[src/rtl/core/uer_pkg.sv]
// Shared constants, codes and types for the ultrasonic echo ranger.
// Used by the sequencer, the distance stage and the top level.
package uer_pkg;

	localparam int CHANNEL_COUNT   = 3;
	localparam int TRIGGER_TICKS   = 10;
	localparam int MIN_ECHO_TICKS  = 100;
	localparam int MAX_ECHO_TICKS  = 25000;
	localparam int ECHO_WAIT_TICKS = 30000;
	localparam int TRIG_LOW_TICKS  = 2;
	localparam int CM_DIVISOR      = 58;
	localparam int MIN_VALID_CM    = 2;

	// field widths
	localparam int ECHO_W  = 3;
	localparam int CH_W    = 2;
	localparam int LIMIT_W = 9;
	localparam int GAP_W   = 20;
	localparam int DIST_W  = 10;
	localparam int CNT_W   = GAP_W;
	localparam int CFG_W   = GAP_W;
	localparam int IDX_W   = 2;

	// pulse length and its quotient by the divisor
	localparam int LEN_W  = $clog2(MAX_ECHO_TICKS + 1);
	localparam int QUOT_W = $clog2(MAX_ECHO_TICKS / CM_DIVISOR + 1);
	localparam int CMP_W  = (QUOT_W > LIMIT_W) ? QUOT_W : LIMIT_W;

	// length / 58 as a multiply by a rounded-up reciprocal, exact for LEN_W bits
	localparam int DIV_SHIFT = LEN_W + 7;
	localparam int RECIP_W   = DIV_SHIFT - 5;
	localparam logic [RECIP_W-1:0] CM_RECIP =
		RECIP_W'(((64'd1 << DIV_SHIFT) + 64'(CM_DIVISOR) - 64'd1) / 64'(CM_DIVISOR));
	localparam int PROD_W = LEN_W + RECIP_W;

	// register indexes
	localparam logic [IDX_W-1:0] CFG_RUN_ENABLE  = 2'd0;
	localparam logic [IDX_W-1:0] CFG_RANGE_LIMIT = 2'd1;
	localparam logic [IDX_W-1:0] CFG_CHANNEL_GAP = 2'd2;

	typedef enum logic [1:0] {
		RES_TIMEOUT,
		RES_FAULT,
		RES_PULSE
	} uer_kind_t;

	// one tick's outcome from the sequencer
	typedef struct packed {
		logic [ECHO_W-1:0] trig;
		logic              ready;
		logic [CH_W-1:0]   channel;
		uer_kind_t         kind;
		logic [LEN_W-1:0]  len;
		logic              last;
	} uer_meas_t;

endpackage

[src/rtl/core/ultrasonic_echo_ranger_top.sv]
// Ultrasonic echo ranger: one tick word in, one result word out.
// A word accepted into the input register passes the sequencer register, then the output register (out_valid).
// Throughput: one word per cycle while out_ready does not stall the output; the sequencer state updates once per tick.
// Reset (arst_n low, asynchronous): idle, channel 0, counter cleared, pipeline empty,
// registers run_enable 0, range_limit_cm 400, channel_gap_us 20000.
// Depends on uer_pkg, uer_seq and uer_dist.
module ultrasonic_echo_ranger_top import uer_pkg::*; (
	input  logic               clk,
	input  logic               arst_n,
	input  logic               cfg_we,
	input  logic [IDX_W-1:0]   cfg_index,
	input  logic [CFG_W-1:0]   cfg_data,
	input  logic               in_valid,
	output logic               in_ready,
	input  logic [ECHO_W-1:0]  echo_levels,
	output logic               out_valid,
	input  logic               out_ready,
	output logic [ECHO_W-1:0]  trigger_levels,
	output logic               reading_ready,
	output logic [CH_W-1:0]    reading_channel,
	output logic signed [DIST_W-1:0] range_cm,
	output logic               reading_valid,
	output logic               round_done
);

	logic               run_enable_q;
	logic [LIMIT_W-1:0] range_limit_q;
	logic [GAP_W-1:0]   gap_q;
	logic               valid_s1;
	logic [ECHO_W-1:0]  echo_s1;
	logic               valid_s2;
	uer_meas_t          meas_s2;
	logic               load_s2;
	logic               fire;

	assign fire     = valid_s1 && load_s2;
	assign in_ready = !valid_s1 || load_s2;

	always_ff @(posedge clk or negedge arst_n) begin
		if (!arst_n) begin
			run_enable_q  <= 1'b0;
			range_limit_q <= LIMIT_W'(400);
			gap_q         <= GAP_W'(20000);
		end else if (cfg_we) begin
			unique case (cfg_index)
				CFG_RUN_ENABLE:  run_enable_q  <= cfg_data[0];
				CFG_RANGE_LIMIT: range_limit_q <= cfg_data[LIMIT_W-1:0];
				CFG_CHANNEL_GAP: gap_q         <= cfg_data[GAP_W-1:0];
				default: ;
			endcase
		end
	end

	always_ff @(posedge clk or negedge arst_n) begin
		if (!arst_n) begin
			valid_s1 <= 1'b0;
		end else if (in_ready) begin
			valid_s1 <= in_valid;
		end
	end

	always_ff @(posedge clk) begin
		if (in_ready && in_valid) begin
			echo_s1 <= echo_levels;
		end
	end

	uer_seq u_seq (
		.clk            (clk),
		.arst_n         (arst_n),
		.run_enable     (run_enable_q),
		.channel_gap_us (gap_q),
		.fire           (fire),
		.echo_s1        (echo_s1),
		.load_s2        (load_s2),
		.valid_s2       (valid_s2),
		.meas_s2        (meas_s2)
	);

	uer_dist u_dist (
		.clk             (clk),
		.arst_n          (arst_n),
		.range_limit_cm  (range_limit_q),
		.valid_s2        (valid_s2),
		.meas_s2         (meas_s2),
		.load_s2         (load_s2),
		.out_valid       (out_valid),
		.out_ready       (out_ready),
		.trigger_levels  (trigger_levels),
		.reading_ready   (reading_ready),
		.reading_channel (reading_channel),
		.range_cm        (range_cm),
		.reading_valid   (reading_valid),
		.round_done      (round_done)
	);

endmodule

[src/rtl/core/uer_seq.sv]
// Measurement sequencer: phase, active channel and tick counter; one word per tick.
// Depends on uer_pkg.
module uer_seq import uer_pkg::*; (
	input  logic             clk,
	input  logic             arst_n,
	input  logic             run_enable,
	input  logic [GAP_W-1:0] channel_gap_us,
	input  logic             fire,
	input  logic [ECHO_W-1:0] echo_s1,
	input  logic             load_s2,
	output logic             valid_s2,
	output uer_meas_t        meas_s2
);

	typedef enum logic [2:0] {
		PH_IDLE,
		PH_TRIG_LOW,
		PH_TRIG_HIGH,
		PH_WAIT,
		PH_TIME,
		PH_GAP
	} phase_t;

	phase_t           phase_q, phase_d;
	logic [CH_W-1:0]  ch_q, ch_d, ch_next;
	logic [CNT_W-1:0] cnt_q, cnt_d, cnt_inc;
	logic             echo_bit;
	logic [CH_W:0]    ch_plus;
	uer_meas_t        nxt;

	always_comb begin
		echo_bit = 1'b0;
		for (int i = 0; i < ECHO_W; i++) begin
			if (ch_q == CH_W'(i)) begin
				echo_bit = echo_s1[i];
			end
		end
	end

	assign ch_plus = {1'b0, ch_q} + 1'b1;
	assign ch_next = (ch_plus >= (CH_W + 1)'(CHANNEL_COUNT)) ? '0 : ch_plus[CH_W-1:0];
	assign cnt_inc = cnt_q + 1'b1;

	always_comb begin
		phase_d     = phase_q;
		ch_d        = ch_q;
		cnt_d       = cnt_q;
		nxt         = '0;
		nxt.kind    = RES_TIMEOUT;
		if (!run_enable) begin
			phase_d = PH_IDLE;
			ch_d    = '0;
			cnt_d   = '0;
		end else begin
			unique case (phase_q)
				PH_TRIG_LOW: begin
					cnt_d = cnt_inc;
					if (cnt_inc >= CNT_W'(TRIG_LOW_TICKS)) begin
						phase_d = PH_TRIG_HIGH;
						cnt_d   = '0;
					end
				end
				PH_TRIG_HIGH: begin
					for (int i = 0; i < ECHO_W; i++) begin
						nxt.trig[i] = (ch_q == CH_W'(i));
					end
					cnt_d = cnt_inc;
					if (cnt_inc >= CNT_W'(TRIGGER_TICKS)) begin
						phase_d = PH_WAIT;
						cnt_d   = '0;
					end
				end
				PH_WAIT: begin
					if (echo_bit) begin
						phase_d = PH_TIME;
						cnt_d   = CNT_W'(1);
					end else if (cnt_q >= CNT_W'(ECHO_WAIT_TICKS)) begin
						nxt.ready = 1'b1;
						nxt.kind  = RES_TIMEOUT;
					end else begin
						cnt_d = cnt_inc;
					end
				end
				PH_TIME: begin
					if (!echo_bit) begin
						nxt.ready = 1'b1;
						nxt.kind  = (cnt_q < CNT_W'(MIN_ECHO_TICKS)) ? RES_FAULT : RES_PULSE;
						nxt.len   = cnt_q[LEN_W-1:0];
					end else if (cnt_q >= CNT_W'(MAX_ECHO_TICKS)) begin
						nxt.ready = 1'b1;
						nxt.kind  = RES_TIMEOUT;
					end else begin
						cnt_d = cnt_inc;
					end
				end
				PH_GAP: begin
					cnt_d = cnt_inc;
					if (cnt_inc >= channel_gap_us) begin
						ch_d    = ch_next;
						phase_d = PH_TRIG_LOW;
						cnt_d   = '0;
					end
				end
				default: begin
					// idle, or a code with no meaning
					phase_d = PH_TRIG_LOW;
					cnt_d   = '0;
				end
			endcase
			if (nxt.ready) begin
				nxt.channel = ch_q;
				nxt.last    = (ch_q == CH_W'(CHANNEL_COUNT - 1));
				cnt_d       = '0;
				if (channel_gap_us == '0) begin
					ch_d    = ch_next;
					phase_d = PH_TRIG_LOW;
				end else begin
					phase_d = PH_GAP;
				end
			end
		end
	end

	always_ff @(posedge clk or negedge arst_n) begin
		if (!arst_n) begin
			phase_q  <= PH_IDLE;
			ch_q     <= '0;
			cnt_q    <= '0;
			valid_s2 <= 1'b0;
		end else begin
			if (fire) begin
				phase_q <= phase_d;
				ch_q    <= ch_d;
				cnt_q   <= cnt_d;
			end
			if (load_s2) begin
				valid_s2 <= fire;
			end
		end
	end

	always_ff @(posedge clk) begin
		if (load_s2 && fire) begin
			meas_s2 <= nxt;
		end
	end

`ifndef ASSERT_OFF
	a_ready_phase: assert property (@(posedge clk) disable iff (!arst_n)
		fire && nxt.ready |-> (phase_q == PH_WAIT || phase_q == PH_TIME))
		else $error("reading outside the echo phases");
	a_trig_phase: assert property (@(posedge clk) disable iff (!arst_n)
		fire && (nxt.trig != '0) |-> phase_q == PH_TRIG_HIGH)
		else $error("trigger driven outside the pulse");
	a_abort: assert property (@(posedge clk) disable iff (!arst_n)
		fire && !run_enable |=> phase_q == PH_IDLE && ch_q == '0 && cnt_q == '0)
		else $error("disable did not abort");
`endif

endmodule

[src/rtl/core/uer_dist.sv]
// Distance stage and output register: pulse length to centimetres, clamp, validity.
// Depends on uer_pkg.
module uer_dist import uer_pkg::*; (
	input  logic               clk,
	input  logic               arst_n,
	input  logic [LIMIT_W-1:0] range_limit_cm,
	input  logic               valid_s2,
	input  uer_meas_t          meas_s2,
	output logic               load_s2,
	output logic               out_valid,
	input  logic               out_ready,
	output logic [ECHO_W-1:0]  trigger_levels,
	output logic               reading_ready,
	output logic [CH_W-1:0]    reading_channel,
	output logic signed [DIST_W-1:0] range_cm,
	output logic               reading_valid,
	output logic               round_done
);

	logic [PROD_W-1:0]  prod;
	logic [CMP_W-1:0]   quot, limit_x, clamped;
	logic [DIST_W-1:0]  cm_val;
	logic               valid;
	logic               advance;

	assign advance = !out_valid || out_ready;
	assign load_s2 = advance;

	assign prod    = PROD_W'(meas_s2.len) * PROD_W'(CM_RECIP);
	assign quot    = CMP_W'(prod[DIV_SHIFT +: QUOT_W]);
	assign limit_x = CMP_W'(range_limit_cm);
	assign clamped = (quot > limit_x) ? limit_x : quot;

	always_comb begin
		cm_val = '0;
		valid  = 1'b0;
		if (meas_s2.ready) begin
			unique case (meas_s2.kind)
				RES_FAULT:   cm_val = '1;
				RES_PULSE:   cm_val = DIST_W'(clamped);
				default:     cm_val = DIST_W'(range_limit_cm);
			endcase
			// after the clamp only the lower bound can fail
			valid = (meas_s2.kind != RES_FAULT) && (cm_val >= DIST_W'(MIN_VALID_CM));
		end
	end

	always_ff @(posedge clk or negedge arst_n) begin
		if (!arst_n) begin
			out_valid <= 1'b0;
		end else if (advance) begin
			out_valid <= valid_s2;
		end
	end

	always_ff @(posedge clk) begin
		if (advance && valid_s2) begin
			trigger_levels  <= meas_s2.trig;
			reading_ready   <= meas_s2.ready;
			reading_channel <= meas_s2.ready ? meas_s2.channel : '0;
			range_cm        <= cm_val;
			reading_valid   <= valid;
			round_done      <= meas_s2.ready && meas_s2.last;
		end
	end

`ifndef ASSERT_OFF
	a_quiet: assert property (@(posedge clk) disable iff (!arst_n)
		out_valid && !reading_ready |->
			range_cm == '0 && !reading_valid && !round_done && reading_channel == '0)
		else $error("reading fields set without a reading");
	a_valid_range: assert property (@(posedge clk) disable iff (!arst_n)
		out_valid && reading_valid |->
			range_cm >= DIST_W'(MIN_VALID_CM) && range_cm <= DIST_W'(range_limit_cm))
		else $error("valid flag on a distance out of range");
	a_hold: assert property (@(posedge clk) disable iff (!arst_n)
		out_valid && !out_ready |=> out_valid && $stable(range_cm))
		else $error("stalled word changed");
`endif

endmodule

[config.mk]
export PLATFORM = sky130hd
export DESIGN_NAME = ultrasonic_echo_ranger_top
export DESIGN_NICKNAME = d
export VERILOG_FILES = /design/src/rtl/core/uer_pkg.sv /design/src/rtl/core/ultrasonic_echo_ranger_top.sv /design/src/rtl/core/uer_seq.sv /design/src/rtl/core/uer_dist.sv
export SDC_FILE = /design/constraint.sdc
export NUM_CORES = 1
export LEC_CHECK = 0
export BUFFER_PORTS_ARGS = -buffer_cell sky130_fd_sc_hd__clkbuf_2
export CORE_ASPECT_RATIO = 0.7
export CORE_MARGIN = 10
export CORE_UTILIZATION = 25
export CTS_CLUSTER_SIZE = 24
export DETAILED_ROUTE_END_ITERATION = 6
export GPL_ROUTABILITY_DRIVEN = 0
export GPL_TIMING_DRIVEN = 0
export PLACE_DENSITY_LB_ADDON = 0.08
export SETUP_SLACK_MARGIN = 0.02
export SLEW_MARGIN = 20
export SYNTH_ARGS = -nofsm -noshare
export SYNTH_HDL_FRONTEND = slang
export SYNTH_HIERARCHICAL = 1
export SYNTH_SLANG_ARGS = --single-unit
[constraint.sdc]
create_clock -name clk -period 7.77 [get_ports clk]
set_input_delay 1.554 -clock clk [delete_from_list [all_inputs] [get_ports clk]]
set_output_delay 1.554 -clock clk [all_outputs]
set_load 0.02 [all_outputs]
==> impl_metrics.env <==
export IMPL_hold_violations=0
export IMPL_drc=0
export IMPL_fp_dieH_um=191
export IMPL_syn_inst=1018
export IMPL_cts_tree="yes"
export IMPL_cts_buffer_depth=2
export IMPL_outcome="finished, final reports clean"
export IMPL_drt_wl_total_um=30800
export IMPL_drt_pass1_iter_count=5
export IMPL_cp_start_kind="register"
export IMPL_max_slew_margin_pct=40.8
export IMPL_clkLatencyLatePin_ns=0.36
export IMPL_vias=7632
export IMPL_skew_ns=0.00992
export IMPL_synthTopCellsByArea="ha_1 17%, fa_1 15%, edfxtp_1 13%"
export IMPL_numPortBuffers=49
export IMPL_synth_largest_area_cell="ha_1"
export IMPL_nNetsFinal=1375
export IMPL_hold_depth=0
export IMPL_synth_top_cell_area_share_pct=17.4
export IMPL_worstMarginPinSlew_ns=0.882
export IMPL_cp_data_required_time_ns=7.86
export IMPL_die_area_sq_um=50300
export IMPL_yosys_warnings=6
export IMPL_track_usage_pct=12.2
export IMPL_rsz0062_at_grt="yes"
export IMPL_finalCriticalPeriod_ns=7.72
export IMPL_syn_avg_cell_area_sq_um=10.2
export IMPL_htree_levels=3
export IMPL_arrival_ns=7.81
export IMPL_cts_hold_buf=0
export IMPL_hold_start="u_seq/meas_s2[21]"
export IMPL_synth_nets=1269
export IMPL_period_share_pct=99.3
export IMPL_viasPerCell=4.56
export IMPL_crit_top_cell="fa_1"
export IMPL_reg2reg_depth=28
export IMPL_clkTransAtPathRegs_ns=0.08
export IMPL_antenna_found_initial=0
export IMPL_yosysSeqAreaShare_pct=27.0
export IMPL_num_io_pins=50
export IMPL_drtAntennaViolNets=0
export IMPL_die_w_um=264
export IMPL_ys_flop_type="dfrtp_1"
export IMPL_core_area_sq_um=41000
export IMPL_worst_path_largest_cell_delay_ns=0.57
export IMPL_netlist_area_sq_um=10400
export IMPL_grt_start_max_net_pins=47
export IMPL_layout_drive_gt1_share_pct=21.0
export IMPL_layout_commonest_cell="inv_1"
export IMPL_synthArstFlopShare_pct=56.3
export IMPL_cts_root_buffer="clkbuf_16"
export IMPL_cts_made_buffers=9
export IMPL_slowest_stage="fa_2"
export IMPL_critPathTopFamily="adder cells"
export IMPL_hold_path_class="register to register"
export IMPL_crit_path_max_fanout=6
export IMPL_num_antenna_cells=0
export IMPL_utilization_pct=30.1
export IMPL_synth_edf_count=45
export IMPL_cap_violations=0
export IMPL_mostFrequentLayoutCells="189 x inv_1, 139 x ha_1, 73 x fa_1"
export IMPL_syn_to_final_growth_pct=18.5
export IMPL_synth_distinct_cells=89
export IMPL_grt_overflow_total=0
export IMPL_r2r_start="u_seq/meas_s2[11]"
export IMPL_hpwl_um=24400
export IMPL_r2r_end="u_dist/reading_valid"
export IMPL_rows=62
export IMPL_clkSinkCount=103
export IMPL_worstPathBufferInverterCount=4
export IMPL_grt_pass1_wl_um=48300
export IMPL_drtIter0Drc=462
export IMPL_setup_violations=0
export IMPL_fin_setup_tns_ns=0
export IMPL_path_class="register to register"
export IMPL_maxSlewViolCount=0
export IMPL_grt_pass1_vias=7934
export IMPL_post_drt_wl_per_cell_um=18.4
export IMPL_max_freq_mhz=130
export IMPL_end_kind="register"
export IMPL_critPathLaunch="u_seq/meas_s2[11]"
export IMPL_ys_ff_latch=103
export IMPL_min_to="u_dist/trigger_levels[0]"
export IMPL_start_util_pct=25.4
export IMPL_reg2reg_setup_slack_ns=0.05
==> cell usage after synthesis (16+ instances only) <==
library cell	count
a21oi_1	35
and2_1	28
clkbuf_1	19
dfrtp_1	50
edfxtp_1	45
fa_1	76
ha_1	145
inv_1	195
mux2_4	20
nand2_1	39
nand3_1	28
nor2_1	47
o21ai_0	26
o221ai_1	16
==> registers in the layout, indices dropped and copies added (netlist names), 2 cells and up <==
register                count
u_seq/meas_s2              24
echo_s1                     3
u_dist/trigger_levels       3
u_dist/reading_channel      2
u_seq/ch_q                  2
gap_q                      20
range_limit_q               9
u_seq/phase_q               3
u_dist/range_cm            10
u_seq/cnt_q                20
==> area by class of cell <==
class                   instances  area, sq um
repair buffers                 97          663
flip-flops and latches        103         2810
clock buffers                  10          239
fillers                      4345        28700
clock inverters                 6         60.1
multi-input cells             687         6990
well taps                     544          681
inverters                     196          736
plain buffers                  30          160
==> layer usage <==
layer / vias up / part of all wire, % / track usage (%)
met5: - / 0 / 0
met4: 0 / 1.0 / 2.08
met3: 16 / 3.7 / 1.80
met2: 128 / 40 / 17.2
met1: 3750 / 55 / 19.1
li1: 3738 / - / -
==> what timing repair did <==
action | 4_1_cts | 5_1_grt
pin swaps | 25 | 37
buffers inserted | 21 | 25
gates resized for setup | 32 | 27
endpoints found under the setup margin | 8 | 7
==> worst register-to-register path: cells and delay by family, from the launching register on <==
kind | cells | cell delay, ns
and+or+nand+nor | 5 | 0.90
adders and majority gates | 8 | 3.28
AOI/OAI and AO/OA | 11 | 2.25
buffers and inverters | 4 | 0.47
DFF | 1 | 0.54
==> logic make-up after synthesis <==
family,count (synthesis),share of synthesized area [%]
compound gates,174,12.4
simple gates,229,12.6
fa+ha+maj,221,32.0
mux,34,4.36
flops,103,27.0
buf+inv,228,8.69
xor+xnor,29,2.85
==> worst max-delay path by stage <==
stage	end	slack, ns	cells after the start
global route	u_dist/reading_valid	-0.23	28
detailed placement	u_dist/reading_valid	-0.77	28
finish	u_dist/reading_valid	0.05	28
CTS	u_dist/reading_valid	0.03	29
global placement	u_dist/reading_valid	-0.81	29
floorplan	u_dist/reading_valid	0.55	28
==> through the flow <==
step	cells	cell area (sq um)	setup WS, ns	hold WS, ns
floorplan	1018	10400	0.547	0.400
global placement	1611	11300	-0.813	0.411
detailed placement	1613	11400	-0.775	0.412
CTS	1649	12000	0.0328	0.433
global route	1673	12300	-0.231	0.444
finish	1673	12300	0.0538	0.428
Power is left out: the tool's default activity adds up to more than one toggle a clock period on the data nets, which glitch-free logic cannot reach.
